File: src/rtl/core/bpdc_pkg.sv
package bpdc_pkg;

  localparam int BUTTON_W = 3;
  localparam int STAMP_W  = 32;
  localparam int THR_W    = 16;
  localparam int CFG_IDX_W = 2;

  typedef enum logic [1:0] {
    CLS_NONE   = 2'd0,
    CLS_SHORT  = 2'd1,
    CLS_MEDIUM = 2'd2,
    CLS_LONG   = 2'd3
  } press_class_t;

  localparam logic [CFG_IDX_W-1:0] REG_SHORT_MIN  = 2'd0;
  localparam logic [CFG_IDX_W-1:0] REG_SHORT_MAX  = 2'd1;
  localparam logic [CFG_IDX_W-1:0] REG_MEDIUM_MIN = 2'd2;
  localparam logic [CFG_IDX_W-1:0] REG_LONG_MIN   = 2'd3;

  localparam logic [THR_W-1:0] RST_SHORT_MIN  = 16'd60;
  localparam logic [THR_W-1:0] RST_SHORT_MAX  = 16'd400;
  localparam logic [THR_W-1:0] RST_MEDIUM_MIN = 16'd3000;
  localparam logic [THR_W-1:0] RST_LONG_MIN   = 16'd5000;

  typedef struct packed {
    logic               level;
    logic [STAMP_W-1:0] stamp;
  } entry_t;

  localparam entry_t ENTRY_RST = '{level: 1'b1, stamp: '0};

  typedef struct packed {
    logic   en;
    entry_t data;
  } wr_req_t;

  typedef struct packed {
    logic [THR_W-1:0] short_min;
    logic [THR_W-1:0] short_max;
    logic [THR_W-1:0] medium_min;
    logic [THR_W-1:0] long_min;
  } thresh_t;

endpackage

File: src/rtl/core/button_press_duration_classifier.sv
// Button press duration classifier.
// Input channel (in_valid/in_ready): one pin event per transfer, carrying the
// button index, the sampled level (0 pressed, 1 released) and a millisecond
// time stamp. Events for an index at or above NUM_BUTTONS are taken and dropped.
// Output channel (out_valid/out_ready): one transfer per level change, with the
// button, the new level, and on a rising edge the held time (modulo 2^32) and
// its class: none, short, medium or long. Unchanged levels produce nothing.
// Configuration: cfg_we writes cfg_wdata into threshold cfg_index at once.
// Throughput: one event per cycle unless the output stalls. Per-button level and edge
// time sit in a one-read one-write entry RAM with a registered read; a forwarding
// register covers back-to-back same-button hits on the read-modify-write of an entry.
// Stages: a result passes the lookup stage, the measure stage and the result register.
// Reset: all buttons read as released with edge time 0 from the first cycle
// after reset (per-entry valid flags, no clearing pass); thresholds return to
// 60, 400, 3000 and 5000 ms.
// When out_ready is low and a result is waiting the pipeline holds; up to three events are in flight
// and in_ready drops only once every stage is full.
module button_press_duration_classifier
  import bpdc_pkg::*;
#(
  parameter int NUM_BUTTONS = 8
) (
  input  logic                 clk,
  input  logic                 rst_n,
  input  logic                 in_valid,
  output logic                 in_ready,
  input  logic [BUTTON_W-1:0]  in_button_index,
  input  logic                 in_pin_level,
  input  logic [STAMP_W-1:0]   in_now_ms,
  output logic                 out_valid,
  input  logic                 out_ready,
  output logic [BUTTON_W-1:0]  out_event_button,
  output logic                 out_new_level,
  output logic [1:0]           out_press_class,
  output logic [STAMP_W-1:0]   out_held_ms,
  input  logic                 cfg_we,
  input  logic [CFG_IDX_W-1:0] cfg_index,
  input  logic [THR_W-1:0]     cfg_wdata
);

  localparam int AW = (NUM_BUTTONS > 1) ? $clog2(NUM_BUTTONS) : 1;
  localparam int XW = (AW > BUTTON_W) ? AW : BUTTON_W;

  thresh_t thr_r;

  always_ff @(posedge clk) begin
    if (!rst_n) begin
      thr_r.short_min  <= RST_SHORT_MIN;
      thr_r.short_max  <= RST_SHORT_MAX;
      thr_r.medium_min <= RST_MEDIUM_MIN;
      thr_r.long_min   <= RST_LONG_MIN;
    end else if (cfg_we) begin
      case (cfg_index)
        REG_SHORT_MIN:  thr_r.short_min  <= cfg_wdata;
        REG_SHORT_MAX:  thr_r.short_max  <= cfg_wdata;
        REG_MEDIUM_MIN: thr_r.medium_min <= cfg_wdata;
        REG_LONG_MIN:   thr_r.long_min   <= cfg_wdata;
        default: ;
      endcase
    end
  end

  // index check and RAM address
  logic [XW-1:0] idx_ext;
  logic          in_known;
  logic          in_fire;
  logic          rd_en;

  assign idx_ext  = XW'(in_button_index);
  assign in_known = {1'b0, idx_ext} < (XW + 1)'(NUM_BUTTONS);
  assign in_fire  = in_valid && in_ready;
  assign rd_en    = in_fire && in_known;

  // lookup stage
  logic                s1_vld_r, s1_vld_nxt;
  logic [BUTTON_W-1:0] s1_button_r;
  logic                s1_level_r;
  logic [STAMP_W-1:0]  s1_now_r;
  logic                s1_emit;
  logic                s1_go;
  entry_t              cur;
  wr_req_t             wr;

  // measure stage
  logic                s2_vld_r, s2_vld_nxt;
  logic [BUTTON_W-1:0] s2_button_r;
  logic                s2_level_r;
  logic [STAMP_W-1:0]  s2_held_r;
  logic                s2_go;
  logic                s2_ready;
  press_class_t        s2_cls;

  // result register
  logic                out_valid_r, out_valid_nxt;
  logic [BUTTON_W-1:0] out_button_r;
  logic                out_level_r;
  press_class_t        out_cls_r;
  logic [STAMP_W-1:0]  out_held_r;
  logic                out_free;

  bpdc_entry_store #(
    .NUM_BUTTONS(NUM_BUTTONS),
    .AW         (AW)
  ) u_store (
    .clk     (clk),
    .rst_n   (rst_n),
    .rd_en   (rd_en),
    .rd_addr (idx_ext[AW-1:0]),
    .wr      (wr),
    .rd_entry(cur)
  );

  bpdc_classify u_classify (
    .held(s2_held_r),
    .thr (thr_r),
    .cls (s2_cls)
  );

  assign out_free = !out_valid_r || out_ready;
  assign s2_go    = s2_vld_r && out_free;
  assign s2_ready = !s2_vld_r || s2_go;
  assign s1_emit  = s1_vld_r && (s1_level_r != cur.level);
  assign s1_go    = s1_vld_r && (!s1_emit || s2_ready);
  assign in_ready = !s1_vld_r || s1_go;

  assign wr.en         = s1_emit && s1_go;
  assign wr.data.level = s1_level_r;
  assign wr.data.stamp = s1_now_r;

  always_comb begin
    s1_vld_nxt = s1_vld_r;
    if (rd_en) begin
      s1_vld_nxt = 1'b1;
    end else if (s1_go) begin
      s1_vld_nxt = 1'b0;
    end
    s2_vld_nxt = s2_vld_r;
    if (wr.en) begin
      s2_vld_nxt = 1'b1;
    end else if (s2_go) begin
      s2_vld_nxt = 1'b0;
    end
    out_valid_nxt = out_valid_r;
    if (s2_go) begin
      out_valid_nxt = 1'b1;
    end else if (out_ready) begin
      out_valid_nxt = 1'b0;
    end
  end

  always_ff @(posedge clk) begin
    if (!rst_n) begin
      s1_vld_r    <= 1'b0;
      s2_vld_r    <= 1'b0;
      out_valid_r <= 1'b0;
    end else begin
      s1_vld_r    <= s1_vld_nxt;
      s2_vld_r    <= s2_vld_nxt;
      out_valid_r <= out_valid_nxt;
    end
  end

  always_ff @(posedge clk) begin
    if (rd_en) begin
      s1_button_r <= in_button_index;
      s1_level_r  <= in_pin_level;
      s1_now_r    <= in_now_ms;
    end
    if (wr.en) begin
      s2_button_r <= s1_button_r;
      s2_level_r  <= s1_level_r;
      s2_held_r   <= s1_level_r ? (s1_now_r - cur.stamp) : '0;
    end
    if (s2_go) begin
      out_button_r <= s2_button_r;
      out_level_r  <= s2_level_r;
      out_cls_r    <= s2_level_r ? s2_cls : CLS_NONE;
      out_held_r   <= s2_held_r;
    end
  end

  assign out_valid        = out_valid_r;
  assign out_event_button = out_button_r;
  assign out_new_level    = out_level_r;
  assign out_press_class  = out_cls_r;
  assign out_held_ms      = out_held_r;

`ifndef SYNTH
  a_fall_clean: assert property (@(posedge clk) disable iff (!rst_n)
    out_valid && !out_new_level |-> out_held_ms == '0 && out_press_class == CLS_NONE)
    else $error("falling edge result carries held time or class");

  a_long_bound: assert property (@(posedge clk) disable iff (!rst_n)
    out_valid && out_press_class == CLS_LONG
      |-> out_held_ms >= STAMP_W'(thr_r.long_min))
    else $error("long class below threshold");

  a_unknown_drop: assert property (@(posedge clk) disable iff (!rst_n)
    in_fire && !in_known |=> !s1_vld_r)
    else $error("unknown button entered lookup stage");
`endif

endmodule

File: src/rtl/core/bpdc_entry_store.sv
module bpdc_entry_store
  import bpdc_pkg::*;
#(
  parameter int NUM_BUTTONS = 8,
  parameter int AW = 3
) (
  input  logic          clk,
  input  logic          rst_n,
  input  logic          rd_en,
  input  logic [AW-1:0] rd_addr,
  input  wr_req_t       wr,
  output entry_t        rd_entry
);

  entry_t                 mem [NUM_BUTTONS];
  entry_t                 rd_q_r;
  entry_t                 fwd_data_r;
  logic                   fwd_hit_r;
  logic [AW-1:0]          addr_r;
  logic [NUM_BUTTONS-1:0] vld_r;

  // write always targets the entry of the item currently being looked up
  always_ff @(posedge clk) begin
    if (wr.en) begin
      mem[addr_r] <= wr.data;
    end
    if (rd_en) begin
      rd_q_r <= mem[rd_addr];
    end
  end

  always_ff @(posedge clk) begin
    if (rd_en) begin
      addr_r     <= rd_addr;
      fwd_data_r <= wr.data;
    end
  end

  always_ff @(posedge clk) begin
    if (!rst_n) begin
      vld_r     <= '0;
      fwd_hit_r <= 1'b0;
    end else begin
      if (wr.en) begin
        vld_r[addr_r] <= 1'b1;
      end
      if (rd_en) begin
        fwd_hit_r <= wr.en && (addr_r == rd_addr);
      end
    end
  end

  // same-entry write in the lookup cycle bypasses the stale read
  always_comb begin
    if (fwd_hit_r) begin
      rd_entry = fwd_data_r;
    end else if (vld_r[addr_r]) begin
      rd_entry = rd_q_r;
    end else begin
      rd_entry = ENTRY_RST;
    end
  end

endmodule

File: src/rtl/core/bpdc_classify.sv
module bpdc_classify
  import bpdc_pkg::*;
(
  input  logic [STAMP_W-1:0] held,
  input  thresh_t            thr,
  output press_class_t       cls
);

  logic [STAMP_W-1:0] short_min;
  logic [STAMP_W-1:0] short_max;
  logic [STAMP_W-1:0] medium_min;
  logic [STAMP_W-1:0] long_min;

  assign short_min  = STAMP_W'(thr.short_min);
  assign short_max  = STAMP_W'(thr.short_max);
  assign medium_min = STAMP_W'(thr.medium_min);
  assign long_min   = STAMP_W'(thr.long_min);

  always_comb begin
    if (held > short_min && held < short_max) begin
      cls = CLS_SHORT;
    end else if (held > medium_min && held < long_min) begin
      cls = CLS_MEDIUM;
    end else if (held >= long_min) begin
      cls = CLS_LONG;
    end else begin
      cls = CLS_NONE;
    end
  end

endmodule
File: config.mk
export PLATFORM = sky130hd
export DESIGN_NAME = button_press_duration_classifier
export DESIGN_NICKNAME = d
export VERILOG_FILES = /design/src/rtl/core/bpdc_pkg.sv /design/src/rtl/core/button_press_duration_classifier.sv /design/src/rtl/core/bpdc_entry_store.sv /design/src/rtl/core/bpdc_classify.sv
export SDC_FILE = /design/constraint.sdc
export NUM_CORES = 1
export LEC_CHECK = 0
export BUFFER_PORTS_ARGS = -buffer_cell sky130_fd_sc_hd__buf_4
export CORE_MARGIN = 2
export CORE_UTILIZATION = 48
export DETAILED_ROUTE_END_ITERATION = 6
export GPL_TIMING_DRIVEN = 0
export SYNTH_ARGS = -nofsm -noshare
export SYNTH_HDL_FRONTEND = slang
export SYNTH_HIERARCHICAL = 1
export SYNTH_SLANG_ARGS = --single-unit
export TNS_END_PERCENT = 50
File: constraint.sdc
create_clock -name clk -period 11.3 [get_ports clk]
set_input_delay 1.13 -clock clk [delete_from_list [all_inputs] [get_ports clk]]
set_output_delay 1.13 -clock clk [all_outputs]
set_load 0.03 [all_outputs]
==> flow_summary.yaml, run 1 <==
timing:
  worst_pin_slew_ns: 0.942
  min_period_ns: 4.43
  finalCritPeriodShare: 0.392
  max_freq_mhz: 226
  setup_violations: 0
  timing.slew.headroom: 0.372
  skew_ns: 0.0255
  hold_viol: 0
  drv_slew: 0
  finalSetupTns_ns: 0
  setup_slack_ns: 6.87
  rsz0062_at_grt: "false"
synth:
  synth_compound_area_frac: 0.0809
  syn_nets: 1736
  synthSimpleGateAreaFrac: 0.0864
  synth_seq_cells: 519
  synthFlopType: "edfxtp_1"
  async_flop_share: 0
  netlist_area_sq_um: 22900
  synth_adder_area_share: 0.0523
  yosysWarnings: 6
  synth-edff-count: 443
  synth_top_family_by_area: "multiplexers"
  synth_cell_types: 71
  synth.mux.area_fraction: 0.0891
  synth_xor_area_frac: 0.00995
  synth-seq-area-share: 0.648
  avgSynthCellArea_sq_um: 14.5
  synthCells: 1582
routing:
  met3WireLength_um: 2180
  drt_iter0_markers: 827
  wl_met1_um: 23500
  wl_met2_um: 23200
  top_layer: "met4"
  wl_per_cell_um: 20.8
  ant_nets: 0
  drc: 0
  viasPerCell: 5.49
  drt_wl_total_um: 50100
  num_vias: 13200
  dr.pass1.iters: 5
clocking:
  cts_hold_buf: 0
  htreeDepth: 2
  clk_pin_slew_ns: 0.06
  cts_sinks: 519
  cts_tree: "done"
  ctsResizeCount: 0
  root_buffer: "clkbuf_16"
  clockBufferDepth: 3
  worstSkewPairLatency_ns: 0.61
  cts_buffers: 54
  postCtsSetupBuffers: 0
global_route:
  antenna_found_initial: 0
  grt_max_degree: 33
  grt_usage: 0.206
  grt_pass1_vias: 13100
  grt_overflow: 0
  grt_pass1_wl_um: 77100
placed_design:
  place.gp.congestion: 0.882
  portBuffers: 96
  placed_cells: 2313
  dp_hpwl_um: 35000
  pre_cts_slack_ns: 6.88
worst_setup_path:
  setup.worst_path.class: "reg2reg"
  startpoint_type: "flip-flop"
  cp_slowest_cell: "mux4_2"
  crit_path_end_kind: "flip-flop"
  cp_cell_sequence: "clkbuf_1 > mux4_2 > o31a_1 > xor2_1 > nand2_1 > a21oi_4 > buf_12 > nand2b_1 > nor3_2 > buf_6 > buf_8"
  crit_required_ns: 11.61
  crit_fanout: 26
  arrival_ns: 4.74
  cp_top_family: "simple AND/OR/NAND/NOR gates"
  path_buf_inv: 4
  slowest_delay_ns: 0.71
cells_and_area:
  mostFrequentLayoutCells: "edfxtp_1 (443), nand2_1 (201), inv_1 (100)"
  layout.cells.non_filler: 2408
  diodes: 0
  layout_commonest_cell: "edfxtp_1"
  drive_above_1_share: 0.215
  areaGrowthSynthToFinish_pct: 15.9
  utilization: 0.559
  fin_nets: 1908
floorplan:
  core_area_sq_um: 47400
  die_y_um: 222
  start_util: 0.482
  dieArea_sq_um: 49400
  fp.dieW_um: 222
  row_count: 80
  io_pins: 99
run:
  maxCapViolations: 0
pwr:
  power.density_nw_per_um2: 159
  power_leakage_nw: 9.37
  vdd_drop_max_v: 0.000104
outcome:
  status: "finished clean"
min_path:
  hp-class: "reg2reg"
-- cell usage after synthesis (all sizes together) (4+ instances only) --
library cell	number	area share
edfxtp	443	0.58
nand2	201	0.033
inv	100	0.016
ha	94	0.051
dfxtp	76	0.066
mux4	67	0.066
o21ai	66	0.020
a21oi	59	0.014
a21boi	48	0.016
nand2b	46	0.013
clkbuf	43	0.0071
mux2	34	0.021
nand3	31	0.0068
nor2	30	0.0049
buf	27	0.010
and2	24	0.0066
nand4	24	0.0066
o21a	19	0.0062
xor2	17	0.0065
a21o	16	0.0052
nor2b	11	0.0031
o211ai	11	0.0038
nor3	10	0.0022
xnor2	9	0.0034
a211oi	8	0.0028
and3	7	0.0019
nor4	7	0.0030
or3	7	0.0019
mux2i	6	0.0026
a211o	5	0.0019
a31oi	4	0.0011
-- registers in the layout, summed over array words and instances (netlist names) --
register and count:
u_store/addr_r 3, out_new_level 1, s2_level_r 1, u_store/mem 264, s1_level_r 1, out_valid 1, s1_now_r 32, out_press_class 2
u_store/fwd_data_r 33, s2_vld_r 1, out_held_ms 32, s2_held_r 32, u_store/rd_q_r 33, out_event_button 3, s1_vld_r 1, s2_button_r 3
s1_button_r 3, thr_r 64, u_store/fwd_hit_r 1, u_store/vld_r 8
-- cell families (layout without fill, tap and decap cells) --
kind of cell	after synthesis	after routing
AOI/OAI and AO/OA	256	256
adders and majority gates	95	95
xor gates and xnor gates	26	26
muxes	107	107
and+or+nand+nor	409	409
buffers and inverters	170	381
DFF	519	519
-- path summary, 6_finish.rpt --
check	start	end	slack [ns]	depth (start not counted)
hold reg to reg	s2_button_r[2]	out_event_button[2]	0.42	0
hold / removal	s2_button_r[2]	out_event_button[2]	0.42	0
setup reg to reg	u_store/addr_r[1]	u_store/mem[0][7]	6.87	11
setup / recovery	u_store/addr_r[1]	u_store/mem[0][7]	6.87	11
-- area by class of cell --
cell class | instances | area (sq um)
buffer | 70 | 392
clock buffer | 65 | 1440
clock inverter | 30 | 303
fill | 3842 | 20900
inverter | 100 | 375
multi-input combinational | 893 | 7370
sequential | 519 | 14800
tap | 615 | 769
timing repair buffer | 116 | 1050
-- power by group --
part           total [W]  internal, W  switching [W]  leakage [nW]
logic           0.000295     0.000131       0.000165          3.81
registers        0.00217      0.00213      0.0000394          4.71
clock network    0.00175      0.00102       0.000733         0.850
total            0.00422      0.00328       0.000937          9.37
-- metrics by stage --
stage	power [W]	area [sq um]	hold slack, ns
4_1_cts	0.00427	26500	0.421
3_5_place_dp	0.00251	24800	0.407
6_report	0.00422	26500	0.419
2_1_floorplan	0.00240	22900	0.400
5_1_grt	0.00436	26500	0.443
3_3_place_gp	0.00250	24400	0.403
-- routing by layer --
metal | up-vias | track usage
li1 | 6234 | -
met1 | 6621 | 0.295
met2 | 299 | 0.328
met3 | 74 | 0.0300
met4 | 0 | 0.0662
met5 | - | 0
(Power assumes the default switching activity.)
==> run 2, diff against run 1 <==
--- a/config.mk
+++ b/config.mk
@@ -5,6 +5,7 @@
 export SDC_FILE = /design/constraint.sdc
 export NUM_CORES = 1
 export LEC_CHECK = 0
+export ABC_AREA = 1
 export BUFFER_PORTS_ARGS = -buffer_cell sky130_fd_sc_hd__buf_4
 export CORE_MARGIN = 2
 export CORE_UTILIZATION = 48
==> constraint.sdc (replaced) <==
create_clock -name clk -period 4.3 [get_ports clk]
set_input_delay 0.43 -clock clk [delete_from_list [all_inputs] [get_ports clk]]
set_output_delay 0.43 -clock clk [all_outputs]
set_load 0.03 [all_outputs]
==> flow_summary.yaml, run 2 <==
synth:
  synth_seq_cells: 519
  avgSynthCellArea_sq_um: 10.2
  synth-seq-area-share: 0.627
  synth-edff-count: 443
  synthFlopType: "edfxtp_1"
  synth_top_area_cell: "edfxtp_1"
  yosysWarnings: 6
  synth_most_common_cell: "nand2_1"
  synth_commonest_cells: "nand2_1 (521), edfxtp_1 (443), nor2_1 (298)"
  ys_top_cells_by_area: "edfxtp_1 (56%), nand2_1 (8.3%), dfxtp_1 (6.4%), ha_1 (5.0%), nor2_1 (4.7%)"
  synthCells: 2308
  netlist_area_sq_um: 23700
  synth_top_area_frac: 0.562
  synth_cell_types: 44
  syn_nets: 2462
  async_flop_share: 0
worst_setup_path:
  crit_required_ns: 4.51
  cp_cell_sequence: "nand2_1 > inv_1 > nand2_1 > nand2_2 > nor2_4 > buf_8 > nor2_4 > nor2_2 > nor2_1 > nor2_1 > inv_1 > nor2_4 > buf_16 > nand2_1 > inv_1 > nand2_1 > inv_2"
  crit_path_end_kind: "flip-flop"
  arrival_ns: 4.21
  slowest_delay_ns: 0.67
  cp_slowest_cell: "inv_2"
  crit_fanout: 33
  startpoint_type: "flip-flop"
  path_buf_inv: 6
  cp_top_family: "simple AND/OR/NAND/NOR gates"
  critical_path.most_common_cell: "nand2_1"
  setup.worst_path.class: "reg2reg"
run:
  maxCapViolations: 0
min_path:
  hp-class: "in2reg"
cells_and_area:
  drive_above_1_share: 0.143
  regMostFlops: "u_store/mem"
  utilization: 0.564
  finalInstanceArea_sq_um: 27500
  largest_register_ffs: 264
  diodes: 0
  areaGrowthSynthToFinish_pct: 16.3
  fin_nets: 2656
  layout_commonest_cell: "nand2_1"
  mostFrequentLayoutCells: "nand2_1 (521), edfxtp_1 (443), nor2_1 (295)"
  largest_registers: "u_store/mem: 264 flops, thr_r: 64 flops"
routing:
  drt_wl_total_um: 58700
  dr.pass1.iters: 5
  drt_iter0_markers: 1246
  num_vias: 16500
  drc: 0
  wl_per_cell_um: 18.3
  ant_nets: 0
  viasPerCell: 5.15
placed_design:
  portBuffers: 98
  place.gp.congestion: 0.909
  placed_cell_area_sq_um: 25500
  dp_hpwl_um: 41400
floorplan:
  die_y_um: 226
  row_count: 81
  fp.dieW_um: 226
  dieArea_sq_um: 51100
  start_util: 0.485
  core_area_sq_um: 48700
  io_pins: 99
timing:
  min_period_ns: 3.99
  whs_ns: 0.0370
  worst_pin_slew_ns: 0.946
  rsz0062_at_grt: "false"
  setup_violations: 0
  finalCritPeriodShare: 0.929
  finalSetupTns_ns: 0
  drv_slew: 0
  timing.slew.headroom: 0.369
  max_freq_mhz: 250
  hold_viol: 0
  skew_ns: 0.0231
outcome:
  status: "finished clean"
global_route:
  grt_pass1_vias: 16300
  grt_pass1_wl_um: 90300
  grt_max_degree: 35
  grt_usage: 0.234
  antenna_found_initial: 0
  grt_overflow: 0
clocking:
  htreeDepth: 2
  root_buffer: "clkbuf_16"
  cts_tree: "done"
  worstSkewPairLatency_ns: 0.61
  clk_pin_slew_ns: 0.06
  cts_buffers: 53
  clockBufferDepth: 3
  cts_sinks: 519
pwr:
  power_leakage_nw: 11.1
  power.density_nw_per_um2: 418
  vdd_drop_max_v: 0.000325
## run 2: worst reg2reg max path, stage by stage (launching register included)
cell and delay (ns):
edfxtp_1 0.51, nand2_1 0.18, inv_1 0.07, nand2_1 0.08, nand2_2 0.06, nor2_4 0.25, buf_8 0.21, nor2_4 0.04
nor2_2 0.15, nor2_1 0.07, nor2_1 0.12, inv_1 0.09, nor2_4 0.43, buf_16 0.24, nand2_1 0.20, inv_1 0.11
nand2_1 0.08, inv_2 0.67
## run 2: layout make-up
cell class | instances | area [sq um]
Fill cell | 4125 | 21200
Sequential cell | 519 | 14800
Multi-Input combinational cell | 1440 | 7410
Clock buffer | 66 | 1460
Timing Repair Buffer | 139 | 1260
Inverter | 270 | 1020
Tap cell | 664 | 831
Buffer | 79 | 445
Clock inverter | 32 | 258
## run 2: path summary, 6_finish.rpt
path	start	end	slack, ns	depth (start not counted)
max	u_store/addr_r[1]	u_store/mem[3][22]	0.31	17
min	in_button_index[2]	u_store/addr_r[2]	0.04	1
max reg2reg	u_store/addr_r[1]	u_store/mem[3][22]	0.31	17
min reg2reg	s2_button_r[0]	out_event_button[0]	0.42	0
## run 2: timing repair
action	CTS	global route
setup endpoints to repair	0	76
hold endpoints to repair	32	0
setup buffers	0	1
hold buffers	32	0
gates resized for setup	0	2
## run 2: stage by stage
stage          std cells  total power [W]  setup slack, ns
2_1_floorplan       2308          0.00662           -0.202
3_3_place_gp        3070          0.00701            -2.28
3_5_place_dp        3078          0.00705            0.129
4_1_cts             3208           0.0116            0.118
5_1_grt             3209           0.0120          0.00210
6_report            3209           0.0115            0.305
## run 2: cells by family (layout without fill, tap and decap cells)
family                   after synthesis  after routing  synth area share
XOR/XNOR                               1              1          0.000370
AO/OA/AOI/OAI                        378            378            0.0904
adder cells (fa/ha/maj)               95             95            0.0506
flip-flops                           519            519             0.627
AND/OR/NAND/NOR                      966            966             0.170
buffers and inverters                349            586            0.0618
## run 2: report_power, final
group	internal (W)	switching (W)	leakage (nW)
clock network	0.00263	0.00189	0.855
logic	0.000423	0.000799	5.53
registers	0.00563	0.000120	4.72
total	0.00869	0.00281	11.1
## run 2: routing by layer
layer | up-vias | part of all wire | track usage
li1 | 8137 | - | -
met4 | 0 | 0.025 | 0.0805
met5 | - | 0 | 0.00196
met3 | 98 | 0.056 | 0.0319
met1 | 7802 | 0.43 | 0.308
met2 | 500 | 0.48 | 0.398
==> run 3, diff against run 2 <==
--- a/config.mk
+++ b/config.mk
@@ -11,6 +11,7 @@
 export CORE_UTILIZATION = 48
 export DETAILED_ROUTE_END_ITERATION = 6
 export GPL_TIMING_DRIVEN = 0
+export SETUP_SLACK_MARGIN = 0.4
 export SYNTH_ARGS = -nofsm -noshare
 export SYNTH_HDL_FRONTEND = slang
 export SYNTH_HIERARCHICAL = 1
==> flow_summary.yaml, run 3 (synthesis results as in run 2) <==
worst_setup_path:
  startpoint_type: "flip-flop"
  crit_required_ns: 4.61
  crit_fanout: 20
  cp-startpoint: "u_store/addr_r[1]"
  setup.worst_path.class: "reg2reg"
  r2r-start: "u_store/addr_r[1]"
  crit_path_end_kind: "flip-flop"
  arrival_ns: 3.99
placed_design:
  portBuffers: 98
  pre_cts_slack_ns: -0.381
  place.gp.congestion: 0.906
  dp_hpwl_um: 41300
pwr:
  sequentialPowerShare: 0.484
  intPower_w: 0.00898
  power.density_nw_per_um2: 429
  p_sw_frac: 0.244
  p_sw_w: 0.00290
  power_leakage_nw: 11.2
  p_clk_frac: 0.413
  vdd_drop_max_v: 0.000285
  pwr-share-comb: 0.103
timing:
  timing.slew.headroom: 0.392
  worst_pin_slew_ns: 0.912
  rsz0062_at_grt: "true"
  setup_slack_ns: 0.624
  finalCritPeriodShare: 0.855
  setup_violations: 0
  max_freq_mhz: 272
  finalSetupTns_ns: 0
  hold_viol: 0
  drv_slew: 0
  min_period_ns: 3.68
  whs_ns: 0.0287
  skew_ns: 0.0217
cells_and_area:
  diodes: 0
  areaGrowthSynthToFinish_pct: 17.0
  mostFrequentLayoutCells: "nand2_1 (521), edfxtp_1 (443), nor2_1 (295)"
  regMostFlops: "u_store/mem"
  fin_nets: 2661
  largest_register_ffs: 264
  layout_commonest_cell: "nand2_1"
  largest_registers: "u_store/mem: 264 flops, thr_r: 64 flops"
  drive_above_1_share: 0.144
global_route:
  grt_max_degree: 36
  antenna_found_initial: 0
  grt_overflow: 0
  grt_pass1_vias: 16200
  grt_pass1_wl_um: 90800
  grt_usage: 0.234
run:
  maxCapViolations: 0
floorplan:
  dieArea_sq_um: 51100
  fp.dieW_um: 226
  die_y_um: 226
  start_util: 0.485
  row_count: 81
  io_pins: 99
  core_area_sq_um: 48700
clocking:
  cts_buffers: 55
  cts_sinks: 519
  htreeDepth: 2
  root_buffer: "clkbuf_16"
  cts_tree: "done"
  clk_pin_slew_ns: 0.06
  worstSkewPairLatency_ns: 0.62
  clockBufferDepth: 3
routing:
  dr.pass1.iters: 7
  drt_wl_total_um: 58700
  ant_nets: 0
  drt_iter0_markers: 1079
  num_vias: 16600
  wl_per_cell_um: 18.3
  drc: 0
  viasPerCell: 5.17
outcome:
  status: "finished clean"
min_path:
  min-delay-start: "in_button_index[2]"
  hp-class: "in2reg"
run 3: cell count changes in the layout (fill, tap and decap cells not counted), sizes merged:
| cell | change |
|---|---|
| inv | +3 |
| clkinv | -5 |
| clkbuf | +1 |
| bufinv | +5 |
| dlygate4sd3 | +2 |
| buf | -1 |
| clkinvlp | +2 |
| nor2 | +2 |
run 3: layer usage:
| layer | vias up | part of all wire | GRT usage |
|---|---|---|---|
| li1 | 8160 | - | - |
| met1 | 7874 | 0.44 | 0.307 |
| met2 | 504 | 0.49 | 0.401 |
| met3 | 88 | 0.053 | 0.0306 |
| met4 | 0 | 0.025 | 0.0771 |
| met5 | - | 0 | 0 |
run 3: what timing repair did:
item | 4_1_cts | 5_1_grt
pin swaps | 2 | 0
cloned | 2 | 0
buffers inserted | 1 | 0
endpoints found under the setup margin | 267 | 130
hold endpoints to repair | 34 | 0
hold buffers | 34 | 0
gates resized for setup | 3 | 5
run 3: final cells by class:
cell class	instances	area, sq um
clock buffer	67	1430
timing repair buffer	140	1240
tap	664	831
multi-input combinational	1442	7430
inverter	270	1030
buffer	79	445
clock inverter	37	443
sequential	519	14800
fill	4119	21100
run 3: critical path, cell delays in order (launching register included):
cell	delay, ns
edfxtp_1	0.50
nand2_1	0.18
inv_1	0.08
nand2_1	0.08
nand2_2	0.06
nor2_4	0.25
buf_8	0.21
nor2_4	0.04
nor2_2	0.15
nor2_1	0.07
nor2_1	0.12
inv_1	0.16
nor2_4	0.38
nand2_1	0.25
nor2_4	0.55
buf_16	0.25
run 3: final timing paths:
kind,to,slack [ns],cells past startpoint
max reg2reg,u_store/mem[7][20],0.62,15
min,u_store/addr_r[2],0.03,1
max,u_store/mem[7][20],0.62,15
min reg2reg,s2_button_r[2],0.42,0
run 3: stage by stage:
stage	cells	utilization	area, sq um	power [W]
5_1_grt	3218	0.568	27700	0.0123
6_report	3218	0.568	27700	0.0119
3_5_place_dp	3077	0.522	25400	0.00704
4_1_cts	3218	0.568	27700	0.0120
2_1_floorplan	2308	-	23700	0.00662
3_3_place_gp	3070	0.518	25300	0.00701
run 3: power groups by stage:
| stage | sequential, W | clock [W] | combinational (W) |
|---|---|---|---|
| 3_3_place_gp | 0.00586 | 0 | 0.00115 |
| 2_1_floorplan | 0.00582 | 0 | 0.000802 |
| 3_5_place_dp | 0.00586 | 0 | 0.00118 |
| 6_report | 0.00575 | 0.00490 | 0.00122 |
| 4_1_cts | 0.00575 | 0.00500 | 0.00122 |
| 5_1_grt | 0.00577 | 0.00519 | 0.00137 |
